[src/pse_pkg.sv]
`timescale 1ns / 1ps
package pse_pkg;
   localparam int STACK_DEPTH = 64;
   localparam int PTR_W = $clog2(STACK_DEPTH);
   localparam int CNT_W = $clog2(STACK_DEPTH + 1);

   localparam logic [7:0] SYM_XOR  = 8'h5E;
   localparam logic [7:0] SYM_MUL  = 8'h2A;
   localparam logic [7:0] SYM_DIV  = 8'h2F;
   localparam logic [7:0] SYM_ADD  = 8'h2B;
   localparam logic [7:0] SYM_SUB  = 8'h2D;
   localparam logic [7:0] SYM_ZERO = 8'h30;

   localparam logic [2:0] ST_OK        = 3'd0;
   localparam logic [2:0] ST_UNDERFLOW = 3'd1;
   localparam logic [2:0] ST_DIVZERO   = 3'd2;
   localparam logic [2:0] ST_FULL      = 3'd3;
   localparam logic [2:0] ST_EMPTY_END = 3'd4;

   // Commands from the controller to the datapath.
   typedef struct packed {
      logic load;      // capture input word (symbol and last flag)
      logic exec;      // operands are valid: compute or start divide
      logic finish;    // write back result and form response
   } cmd_type;

   // Status from the datapath to the controller.
   typedef struct packed {
      logic div_busy;
   } sts_type;
endpackage

[src/pse_divider.sv]
`timescale 1ns / 1ps
module pse_divider
   import pse_pkg::*;
(
   input  logic        clock,
   input  logic        reset,
   input  logic        start,
   input  logic [31:0] dividend,
   input  logic [31:0] divisor,
   output logic        busy,
   output logic [31:0] quotient
);
   logic [31:0] rem_ff, rem_in, quo_ff, quo_in, den_ff, den_in;
   logic [5:0]  cnt_ff, cnt_in;
   logic        neg_ff, neg_in, busy_ff, busy_in;
   logic [32:0] trial;
   logic [31:0] shifted;

   always_comb begin
      rem_in = rem_ff; quo_in = quo_ff; den_in = den_ff;
      cnt_in = cnt_ff; neg_in = neg_ff; busy_in = busy_ff;
      shifted = {rem_ff[30:0], quo_ff[31]};
      trial = {1'b0, shifted} - {1'b0, den_ff};
      if (start) begin
         rem_in = '0;
         quo_in = dividend[31] ? 32'(0 - dividend) : dividend;
         den_in = divisor[31] ? 32'(0 - divisor) : divisor;
         neg_in = dividend[31] ^ divisor[31];
         cnt_in = 6'd32;
         busy_in = 1'b1;
      end else if (busy_ff) begin
         // One restoring step per cycle.
         if (!trial[32]) begin
            rem_in = trial[31:0];
            quo_in = {quo_ff[30:0], 1'b1};
         end else begin
            rem_in = shifted;
            quo_in = {quo_ff[30:0], 1'b0};
         end
         cnt_in = cnt_ff - 6'd1;
         if (cnt_ff == 6'd1) busy_in = 1'b0;
      end
   end

   always_ff @(posedge clock) begin
      if (reset) begin
         busy_ff <= 1'b0;
         cnt_ff  <= '0;
      end else begin
         busy_ff <= busy_in;
         cnt_ff  <= cnt_in;
      end
      rem_ff <= rem_in;
      quo_ff <= quo_in;
      den_ff <= den_in;
      neg_ff <= neg_in;
   end

   assign busy = busy_ff;
   assign quotient = neg_ff ? 32'(0 - quo_ff) : quo_ff;
endmodule

[src/pse_datapath.sv]
`timescale 1ns / 1ps
module pse_datapath
   import pse_pkg::*;
(
   input  logic        clock,
   input  logic        reset,
   input  cmd_type     cmd,
   output sts_type     sts,
   input  logic [7:0]  req_symbol,
   input  logic        req_last_symbol,
   output logic [31:0] res_top,
   output logic        res_done,
   output logic [2:0]  res_status
);
   logic [31:0] mem [STACK_DEPTH];
   logic [CNT_W-1:0] cnt_ff, cnt_in;
   logic [7:0]  sym_ff;
   logic        last_ff, is_op, is_div;
   logic [31:0] rd_b_ff, rd_a_ff, prod_ff, alu_ff, alu_val;
   logic [31:0] top_ff, quot;
   logic [2:0]  status_ff;
   logic        done_ff, div_start, div_busy;
   logic [PTR_W-1:0] ptr_b, ptr_a;
   logic [31:0] result;
   logic [2:0]  st;
   logic        wr_en;
   logic [PTR_W-1:0] wr_addr;
   logic [31:0] wr_data;
   logic [CNT_W-1:0] cnt_next;

   assign is_op = (sym_ff == SYM_XOR) || (sym_ff == SYM_MUL) || (sym_ff == SYM_DIV)
               || (sym_ff == SYM_ADD) || (sym_ff == SYM_SUB);
   assign is_div = sym_ff == SYM_DIV;
   assign ptr_b = PTR_W'(cnt_ff - CNT_W'(1));
   assign ptr_a = PTR_W'(cnt_ff - CNT_W'(2));

   // Registered reads of the two top entries.
   always_ff @(posedge clock) begin
      rd_b_ff <= mem[ptr_b];
      rd_a_ff <= mem[ptr_a];
      if (wr_en) mem[wr_addr] <= wr_data;
   end

   assign div_start = cmd.exec && is_op && is_div && (cnt_ff >= CNT_W'(2))
                   && (rd_b_ff != 32'd0);
   pse_divider u_div (
      .clock, .reset, .start(div_start), .dividend(rd_a_ff), .divisor(rd_b_ff),
      .busy(div_busy), .quotient(quot)
   );
   assign sts.div_busy = div_busy;

   always_comb begin
      case (sym_ff)
         SYM_XOR: alu_val = rd_a_ff ^ rd_b_ff;
         SYM_ADD: alu_val = rd_a_ff + rd_b_ff;
         SYM_SUB: alu_val = rd_a_ff - rd_b_ff;
         default: alu_val = 32'd0;
      endcase
   end

   always_comb begin
      st = ST_OK; wr_en = 1'b0; wr_addr = ptr_a; wr_data = 32'd0;
      cnt_next = cnt_ff; result = 32'd0;
      if (is_op) begin
         if (cnt_ff < CNT_W'(2)) st = ST_UNDERFLOW;
         else begin
            if (is_div) begin
               if (rd_b_ff == 32'd0) st = ST_DIVZERO;
               else result = quot;
            end else if (sym_ff == SYM_MUL) result = prod_ff;
            else result = alu_ff;
            wr_en = 1'b1; wr_addr = ptr_a; wr_data = result;
            cnt_next = cnt_ff - CNT_W'(1);
         end
      end else begin
         if (cnt_ff >= CNT_W'(STACK_DEPTH)) st = ST_FULL;
         else begin
            wr_en = 1'b1; wr_addr = PTR_W'(cnt_ff);
            wr_data = 32'(sym_ff) - 32'(SYM_ZERO);
            cnt_next = cnt_ff + CNT_W'(1);
         end
      end
      wr_en = wr_en && cmd.finish;
      cnt_in = cnt_ff;
      if (cmd.finish) cnt_in = last_ff ? '0 : cnt_next;
   end

   always_ff @(posedge clock) begin
      if (reset) cnt_ff <= '0;
      else cnt_ff <= cnt_in;
      if (cmd.load) begin
         sym_ff <= req_symbol;
         last_ff <= req_last_symbol;
      end
      if (cmd.exec) begin
         prod_ff <= rd_a_ff * rd_b_ff;
         alu_ff <= alu_val;
      end
      if (cmd.finish) begin
         done_ff <= last_ff;
         if (last_ff && st == ST_OK && cnt_next == '0) status_ff <= ST_EMPTY_END;
         else status_ff <= st;
         if (cnt_next == '0) top_ff <= 32'd0;
         else if (wr_en) top_ff <= wr_data;
         else top_ff <= rd_b_ff;
      end
   end

   assign res_top = top_ff;
   assign res_done = done_ff;
   assign res_status = status_ff;
endmodule

[src/pse_controller.sv]
`timescale 1ns / 1ps
module pse_controller
   import pse_pkg::*;
(
   input  logic    clock,
   input  logic    reset,
   input  logic    req_valid,
   output logic    req_stall,
   output logic    rsp_valid,
   input  logic    rsp_stall,
   output cmd_type cmd,
   input  sts_type sts
);
   localparam logic [2:0] S_IDLE = 3'd0, S_READ = 3'd1, S_EXEC = 3'd2,
                          S_WAIT = 3'd3, S_FIN = 3'd4;
   logic [2:0] state_ff, state_in;
   logic       vld_ff, vld_in;
   logic       take;

   // A new word enters only once the response register is free or drains now.
   assign req_stall = !(state_ff == S_IDLE) || (vld_ff && rsp_stall);
   assign take = req_valid && !req_stall;

   always_comb begin
      state_in = state_ff;
      cmd = '0;
      cmd.load = take;
      vld_in = vld_ff && rsp_stall;
      unique case (state_ff)
         S_IDLE: if (take) state_in = S_READ;
         S_READ: state_in = S_EXEC;
         S_EXEC: begin
            cmd.exec = 1'b1;
            state_in = S_WAIT;
         end
         S_WAIT: if (!sts.div_busy) state_in = S_FIN;
         S_FIN: begin
            if (!(vld_ff && rsp_stall)) begin
               cmd.finish = 1'b1;
               vld_in = 1'b1;
               state_in = S_IDLE;
            end
         end
         default: state_in = S_IDLE;
      endcase
   end

   always_ff @(posedge clock) begin
      if (reset) begin
         state_ff <= S_IDLE;
         vld_ff <= 1'b0;
      end else begin
         state_ff <= state_in;
         vld_ff <= vld_in;
      end
   end

   assign rsp_valid = vld_ff;

   a_fin_from_wait: assert property (@(posedge clock) disable iff (reset)
      state_ff == S_FIN |-> $past(state_ff) == S_WAIT || $past(state_ff) == S_FIN)
      else $error("finish not preceded by wait");
   a_no_take_busy: assert property (@(posedge clock) disable iff (reset)
      state_ff != S_IDLE |-> !take) else $error("word taken while busy");
   a_rsp_hold: assert property (@(posedge clock) disable iff (reset)
      vld_ff && rsp_stall |=> vld_ff) else $error("response dropped");
endmodule

[src/postfix_stack_evaluator_unit.sv]
`timescale 1ns / 1ps
// Postfix expression evaluator with a 64-entry operand stack.
// Input words arrive on req_ (symbol, last_symbol) with req_valid/req_stall;
// a word is taken on an edge with req_valid high and req_stall low.
// Each input word produces exactly one response word on rsp_ (top_value,
// expression_done, status) with rsp_valid/rsp_stall.
// After acceptance a word passes through the registered stack read, the
// compute step, a check of the divider, and the write back that raises
// rsp_valid. A division also waits for the restoring divider, which retires
// one quotient bit per cycle.
// One word is in flight at a time; the next word can be taken in the cycle
// the response appears, unless the receiver stalls that response.
// Reset clears the stack count and the controller; stack contents need no
// clearing because only entries below the count are ever used.
// When the receiver stalls, the response register holds its word and the
// next input word is not taken until that response is accepted.
module postfix_stack_evaluator_unit
   import pse_pkg::*;
(
   input  logic        clock,
   input  logic        reset,
   input  logic        req_valid,
   output logic        req_stall,
   input  logic [7:0]  req_symbol,
   input  logic        req_last_symbol,
   output logic        rsp_valid,
   input  logic        rsp_stall,
   output logic signed [31:0] rsp_top_value,
   output logic        rsp_expression_done,
   output logic [2:0]  rsp_status
);
   cmd_type cmd;
   sts_type sts;
   logic [31:0] top;

   pse_controller u_ctrl (
      .clock, .reset, .req_valid, .req_stall, .rsp_valid, .rsp_stall, .cmd, .sts
   );

   pse_datapath u_dp (
      .clock, .reset, .cmd, .sts, .req_symbol, .req_last_symbol,
      .res_top(top), .res_done(rsp_expression_done), .res_status(rsp_status)
   );

   assign rsp_top_value = signed'(top);
endmodule
[config.mk]
export PLATFORM = sky130hd
export DESIGN_NAME = postfix_stack_evaluator_unit
export DESIGN_NICKNAME = d
export VERILOG_FILES = /design/src/pse_pkg.sv /design/src/pse_divider.sv /design/src/pse_datapath.sv /design/src/pse_controller.sv /design/src/postfix_stack_evaluator_unit.sv
export SDC_FILE = /design/constraint.sdc
export NUM_CORES = 2
export LEC_CHECK = 0
export BUFFER_PORTS_ARGS = -buffer_cell sky130_fd_sc_hd__buf_2
export CAP_MARGIN = 10
export CORE_ASPECT_RATIO = 0.6
export CORE_UTILIZATION = 45
export DETAILED_ROUTE_END_ITERATION = 10
export SYNTH_ARGS = -nofsm -noshare
export SYNTH_HDL_FRONTEND = slang
export SYNTH_SLANG_ARGS = --single-unit
export TNS_END_PERCENT = 50
[constraint.sdc]
create_clock -name clock -period 13.4 [get_ports clock]
set_input_delay 1.34 -clock clock [delete_from_list [all_inputs] [get_ports clock]]
set_output_delay 1.34 -clock clock [all_outputs]
set_load 0.1 [all_outputs]
# Yosys cells after proc, flatten, opt, wreduce, memory -nomap -nowiden

Memory sizes are Yosys's and may differ from the RTL's. A register that Yosys moved wholly into a read port is not among the register bits.
Cells that the tools add are included.

Add/sub/neg operators: 11
Multiply operators: 1
Divide/modulo/power cells: 0
Order comparisons: 3
Eq/ne operators: 13
Shift-type cells: 0
Multiplexer cells: 44
Bitwise operators: 2
Reductions and logical operators: 24

Operators by type and width:

| kind                  | count |
|---|---|
| $mux 32               | 11 |
| $pmux 32 s3           | 1 |
| $sub 1x32->32 const A | 3 |
| $mux 31               | 2 |
| $sub 32x32->33        | 1 |
| $add 32x32->32        | 1 |
| $eq 8x6->1 const B    | 4 |
| $logic_not 32->1      | 1 |
| $mul 32x32->32        | 1 |
| $reduce_bool 32->1    | 1 |
| $sub 32x32->32        | 1 |
| $xor 32x32->32        | 1 |
| $mux 7                | 4 |
| $mux 6                | 4 |
| $mux 3                | 6 |
| $pmux 3 s5            | 1 |
| $mux 1                | 13 |
| $logic_and 1x1->1     | 9 |
| $sub 8x6->9 const B   | 1 |
| $eq 8x7->1 const B    | 1 |
| $add 7x1->7 const B   | 1 |
| $ge 7x2->1 const B    | 1 |
| $ge 7x7->1 const B    | 1 |
| $logic_not 7->1       | 1 |
| other kinds (18)      | 27 |

Register bits: 223
Latch bits: 0
RAM bits: 2048
Bits in read-only memories: 0
Output and inout bits: 38
Logic and storage cells: 117
Memories: 1

Memories:

| memory   | words | bits a word | rd ports | clocked after memory_dff | write ports | RTL line           | text |
|---|---|---|---|---|---|---|---|
| u_dp.mem | 64    | 32          | 2        | 2                        | 1           | pse_datapath.sv:15 | `logic [31:0] mem [STACK_DEPTH];` |

# Depth between registers and ports, before layout

Word-level depth: 10
Gate-level depth with buffers: 29

# By module

From an unflattened synthesis, not the netlist that was laid out.

Cells, all modules: 7460
Area, all modules: 126766.6 um2

Modules (own cells, without submodules):

| module         | times used | cells each | area each (um2) |
|---|---|---|---|
| pse_datapath   | 1          | 6531       | 118780.2 |
| pse_divider    | 1          | 905        | 7802.5 |
| pse_controller | 1          | 24         | 183.9 |

# Least setup slack after synthesis

OpenSTA, ideal clock, no wires.

Path type: register to register
Start: register u_dp.rd_b_ff[5] (read register of u_dp.mem)
End: register u_dp.prod_ff[30], data pin
Setup time: 0.258 ns
Arrival: 7.152 ns
Slack: 5.990 ns
Stages on the path, launching flop included: 27
Path buffers: 2
Period minus slack after synthesis: 7.410 ns
Path through: dfxtp_1 > clkbuf_1 > clkbuf_1 > and2_1 > fa_1 > fa_1 > fa_1 > inv_1 > fa_1 > inv_1 > fa_1 > inv_1 > fa_1 > inv_1 > fa_1 > fa_1 > ha_1 > and4_1 > a221oi_1 > nor2b_1 > o311ai_0 > nand2_1 > a21oi_1 > o21ai_0 > a31o_2 > a21oi_1 > xnor2_1

Word-level cells in the longest chain between the ends: 1

Ends and longest elaborated chain:

| item                 | RTL line           | text |
|---|---|---|
| start, declared      | pse_datapath.sv:19 | `logic [31:0] rd_b_ff, rd_a_ff, prod_ff, alu_ff, alu_val;` |
| $mul 32x32->32       | pse_datapath.sv:96 | `prod_ff <= rd_a_ff * rd_b_ff;` |
| end signal, assigned | pse_datapath.sv:96 |  |
| end, declared        | pse_datapath.sv:19 |  |

Every way passes these cells.
A chain may end at the register's enable or synchronous reset.

# Final worst setup path

Start: register u_dp.rd_a_ff[8] (read register of u_dp.mem)
End: register u_dp.prod_ff[31], data pin

Word-level cells in the longest chain between the ends: 1

Ends and longest elaborated chain:

| item            | RTL line |
|---|---|
| start, declared | pse_datapath.sv:19 |
| $mul 32x32->32  | pse_datapath.sv:96 |

Every way passes these cells.

==> impl_metrics.env <==
export IMPL_crit_chain="buf_4, nand2_1, fa_1, fa_1, fa_1, inv_1, fa_1, ha_1, ha_1, inv_1, fa_1, fa_1, inv_1, ha_1, or4_1, a32oi_1, a21oi_1, a41o_1, a21oi_1, a21oi_1, a211oi_1, a21oi_1, xnor2_1"
export IMPL_async_flop_share=0
export IMPL_criticalPathCategory="flip-flop to flip-flop"
export IMPL_setup_viol=0
export IMPL_syn_to_final_growth_pct=10.4
export IMPL_p_seq_frac=0.444
export IMPL_startpoint_type="flip-flop"
export IMPL_grt_pass1_wl_mm=595
export IMPL_synth_cell_types=77
export IMPL_worstSkewPairLatency_ps=920
export IMPL_hold_depth=2
export IMPL_period_minus_slack_ps=8150
export IMPL_track_usage=0.303
export IMPL_numCtsBuffers=218
export IMPL_antenna_found_initial=18
export IMPL_synth_top_area_frac=0.530
export IMPL_grt_pass1_vias=72900
export IMPL_synth_edf_count=2222
export IMPL_wl_per_cell_microns=38.0
export IMPL_max_freq_ghz=0.123
export IMPL_yosysMostFrequentCell="edfxtp_1"
export IMPL_drv_cap=0
export IMPL_ir_drop_uv=231
export IMPL_pin_count=51
export IMPL_r2r_cells=23
export IMPL_synth_seq_area_share=0.548
export IMPL_postCtsResizedCells=0
export IMPL_grt_max_degree=128
export IMPL_finalSetupTns_ps=0
export IMPL_final_nets=8018
export IMPL_p_comb_frac=0.222
export IMPL_period_share=0.608
export IMPL_row_count=150
export IMPL_drc_errors=0
export IMPL_die_w_microns=685
export IMPL_finalClockSkew_ps=64.4
export IMPL_gp_congestion=0.958
export IMPL_postRouteAntennaNets=0
export IMPL_yosysTopAreaCell="edfxtp_1"
export IMPL_holdCritStartpoint="u_dp.u_div.rem_ff[12]$_SDFFE_PP0P_"
export IMPL_r2r_end="u_dp.prod_ff[31]$_DFFE_PN_"
export IMPL_total_power_w=0.0190
export IMPL_power_density_nw_per_um2=137
export IMPL_drive_gt1_frac=0.280
export IMPL_cts_tree="built"
export IMPL_multiInputGateArea_sq_um=54300
export IMPL_p_leak_nw=45.4
export IMPL_cts_hold_buf=0
export IMPL_die_h_microns=412
export IMPL_ys_flop_type="edfxtp_1"
export IMPL_hold_path_end="u_dp.u_div.rem_ff[12]$_SDFFE_PP0P_"
export IMPL_cts_root_buf="clkbuf_16"
export IMPL_cp_slowest_cell="or4_1"
export IMPL_required_ps=14010
export IMPL_drv_slew=0
export IMPL_avgViaCountPerCell=6.76
export IMPL_hold_viol_final=0
export IMPL_arrival_ps=8760
export IMPL_cp_max_fo=28
export IMPL_yosys_top_cells_count="edfxtp_1, mux4_2, nand2_1, inv_1, fa_1"
export IMPL_first_iter_violations=12400
export IMPL_relSlewSlack=0.0717
export IMPL_r2r_slack_ps=5250
export IMPL_die_area_sq_um=282000
export IMPL_syn_area_per_cell_sq_um=17.1
export IMPL_cpMostUsedCell="fa_1"
export IMPL_fill_cells=22700
export IMPL_synth_fp_nets=8014
export IMPL_worstHoldPathType="flip-flop to flip-flop"
export IMPL_synthTopCellsByArea="edfxtp_1, mux4_2, fa_1"
export IMPL_place_hpwl_mm=264
export IMPL_ys_warn_count=0
export IMPL_ys_seq_elements=2335
export IMPL_drt_total_wl_mm=429
export IMPL_timing_rr_start="u_dp.rd_a_ff[8]$_DFF_P_"
export IMPL_netlist_instances=7375
export IMPL_htree_levels=4
export IMPL_rsz0062_at_grt="no"
export IMPL_numClockSinks=2335
export IMPL_power_share_switching=0.292
export IMPL_hold_slack_ps=501
export IMPL_grt_ovfl_total=0
export IMPL_critPathMaxStageDelay_ps=600
export IMPL_port_buffers=50
export IMPL_dr_pass1_iters=6
export IMPL_cts_max_path_buffers=4
export IMPL_worst_pin_slew_ps=1380
export IMPL_core_area_sq_um=278000
export IMPL_vias=76300
export IMPL_power_internal_w=0.0134
export IMPL_end_kind="flip-flop"
export IMPL_status="finished, final reports clean"
export IMPL_syn_area_sq_um=126000
export IMPL_regArea_sq_um=69000
export IMPL_cts_setup_buffers=0
export IMPL_cts_clk_slew_worst_paths_ps=70
export IMPL_power_switching_w=0.00555
export IMPL_power_frac_clock=0.334
export IMPL_start_util=0.452
## power by group through the flow
stage | Clock, W | Combinational, W | Sequential (W)
after floorplan | 0 | 0.00282 | 0.00849
after global placement | 0 | 0.00410 | 0.00857
after detailed placement | 0 | 0.00412 | 0.00857
after CTS | 0.00640 | 0.00416 | 0.00841
after global routing | 0.00665 | 0.00461 | 0.00843
final | 0.00634 | 0.00421 | 0.00843
## registers in the layout, indices dropped and copies added (netlist names), 8 cells and up
register           cells
u_dp.alu_ff           32
u_dp.mem            2048
u_dp.prod_ff          32
u_dp.rd_a_ff          32
u_dp.rd_b_ff          32
u_dp.res_top          32
u_dp.sym_ff            8
u_dp.u_div.den_ff     32
u_dp.u_div.quo_ff     32
u_dp.u_div.rem_ff     31
## critical path, delay by kind of cell, from the launching register on
family	cells	cell delay (ps)
buffers and inverters	4	670
XOR/XNOR	1	140
adder cells (fa/ha/maj)	9	3670
AO/OA/AOI/OAI	7	2270
flip-flops	1	320
AND/OR/NAND/NOR	2	760
## stage by stage
stage                     setup slack [ps]  cells  instance area [sq um]  utilization
final                                 5250  11300                 139000        0.499
after global routing                  4890  11300                 139000        0.499
after CTS                             5390  11300                 139000        0.499
after floorplan                       5990   7375                 126000            -
after detailed placement              5440  10900                 132000        0.474
after global placement                5480  10900                 132000        0.474
## kinds of logic after synthesis
group / count (synthesis) / share of synthesized area
compound gates: 570 / 0.0283
xor+xnor: 291 / 0.0202
fa+ha+maj: 626 / 0.0866
buf+inv: 990 / 0.0297
flops: 2335 / 0.548
mux: 1379 / 0.242
simple gates: 1184 / 0.0449
## per-layer routing
| layer | share of wire | up-vias | GRT usage |
|---|---|---|---|
| met3 | 0.16 | 666 | 0.127 |
| met1 | 0.41 | 40800 | 0.459 |
| met5 | 0.0014 | - | 0.00151 |
| met4 | 0.032 | 20 | 0.0839 |
| li1 | - | 29100 | - |
| met2 | 0.40 | 5732 | 0.397 |
## worst max-delay path by stage
stage	startpoint	end	slack [ps]	cells after the start
2_1_floorplan	u_dp.rd_b_ff[5]$_DFF_P_	u_dp.prod_ff[30]$_DFFE_PN_	5990	26
3_3_place_gp	u_dp.rd_b_ff[10]$_DFF_P_	u_dp.prod_ff[30]$_DFFE_PN_	5480	26
3_5_place_dp	u_dp.rd_a_ff[7]$_DFF_P_	u_dp.prod_ff[31]$_DFFE_PN_	5440	24
4_1_cts	u_dp.rd_b_ff[6]$_DFF_P_	u_dp.prod_ff[30]$_DFFE_PN_	5390	26
5_1_grt	u_dp.rd_a_ff[8]$_DFF_P_	u_dp.prod_ff[30]$_DFFE_PN_	4890	27
6_report	u_dp.rd_a_ff[8]$_DFF_P_	u_dp.prod_ff[31]$_DFFE_PN_	5250	23
## cell type report
type / count / area share
antenna: 15 / 0.000270
clock buffer: 267 / 0.0415
clock inverter: 127 / 0.00874
inverter: 472 / 0.0127
multi-input combinational: 4050 / 0.390
sequential: 2335 / 0.497
tap: 3724 / 0.0335
timing repair buffer: 302 / 0.0163
## placed cells by master (no fill, tap or decap), drive strengths merged, types with 21 or more instances in the layout
cell,netlist,final
o21ai,194,194
mux2i,42,42
mux4,1336,1336
a21oi,129,129
and2,263,263
or3,23,23
clkinv,0,90
inv,472,477
nand2,495,495
edfxtp,2222,2222
xor2,131,131
xnor2,160,160
clkbuf,376,267
o22a,21,21
bufinv,0,21
o31ai,39,39
nand3,29,29
nor3,58,58
fa,410,410
a21o,36,36
nand2b,23,23
ha,216,216
nor2,195,195
buf,142,302
dfxtp,113,113
No activity file was read; power rests on OpenSTA's default activity.
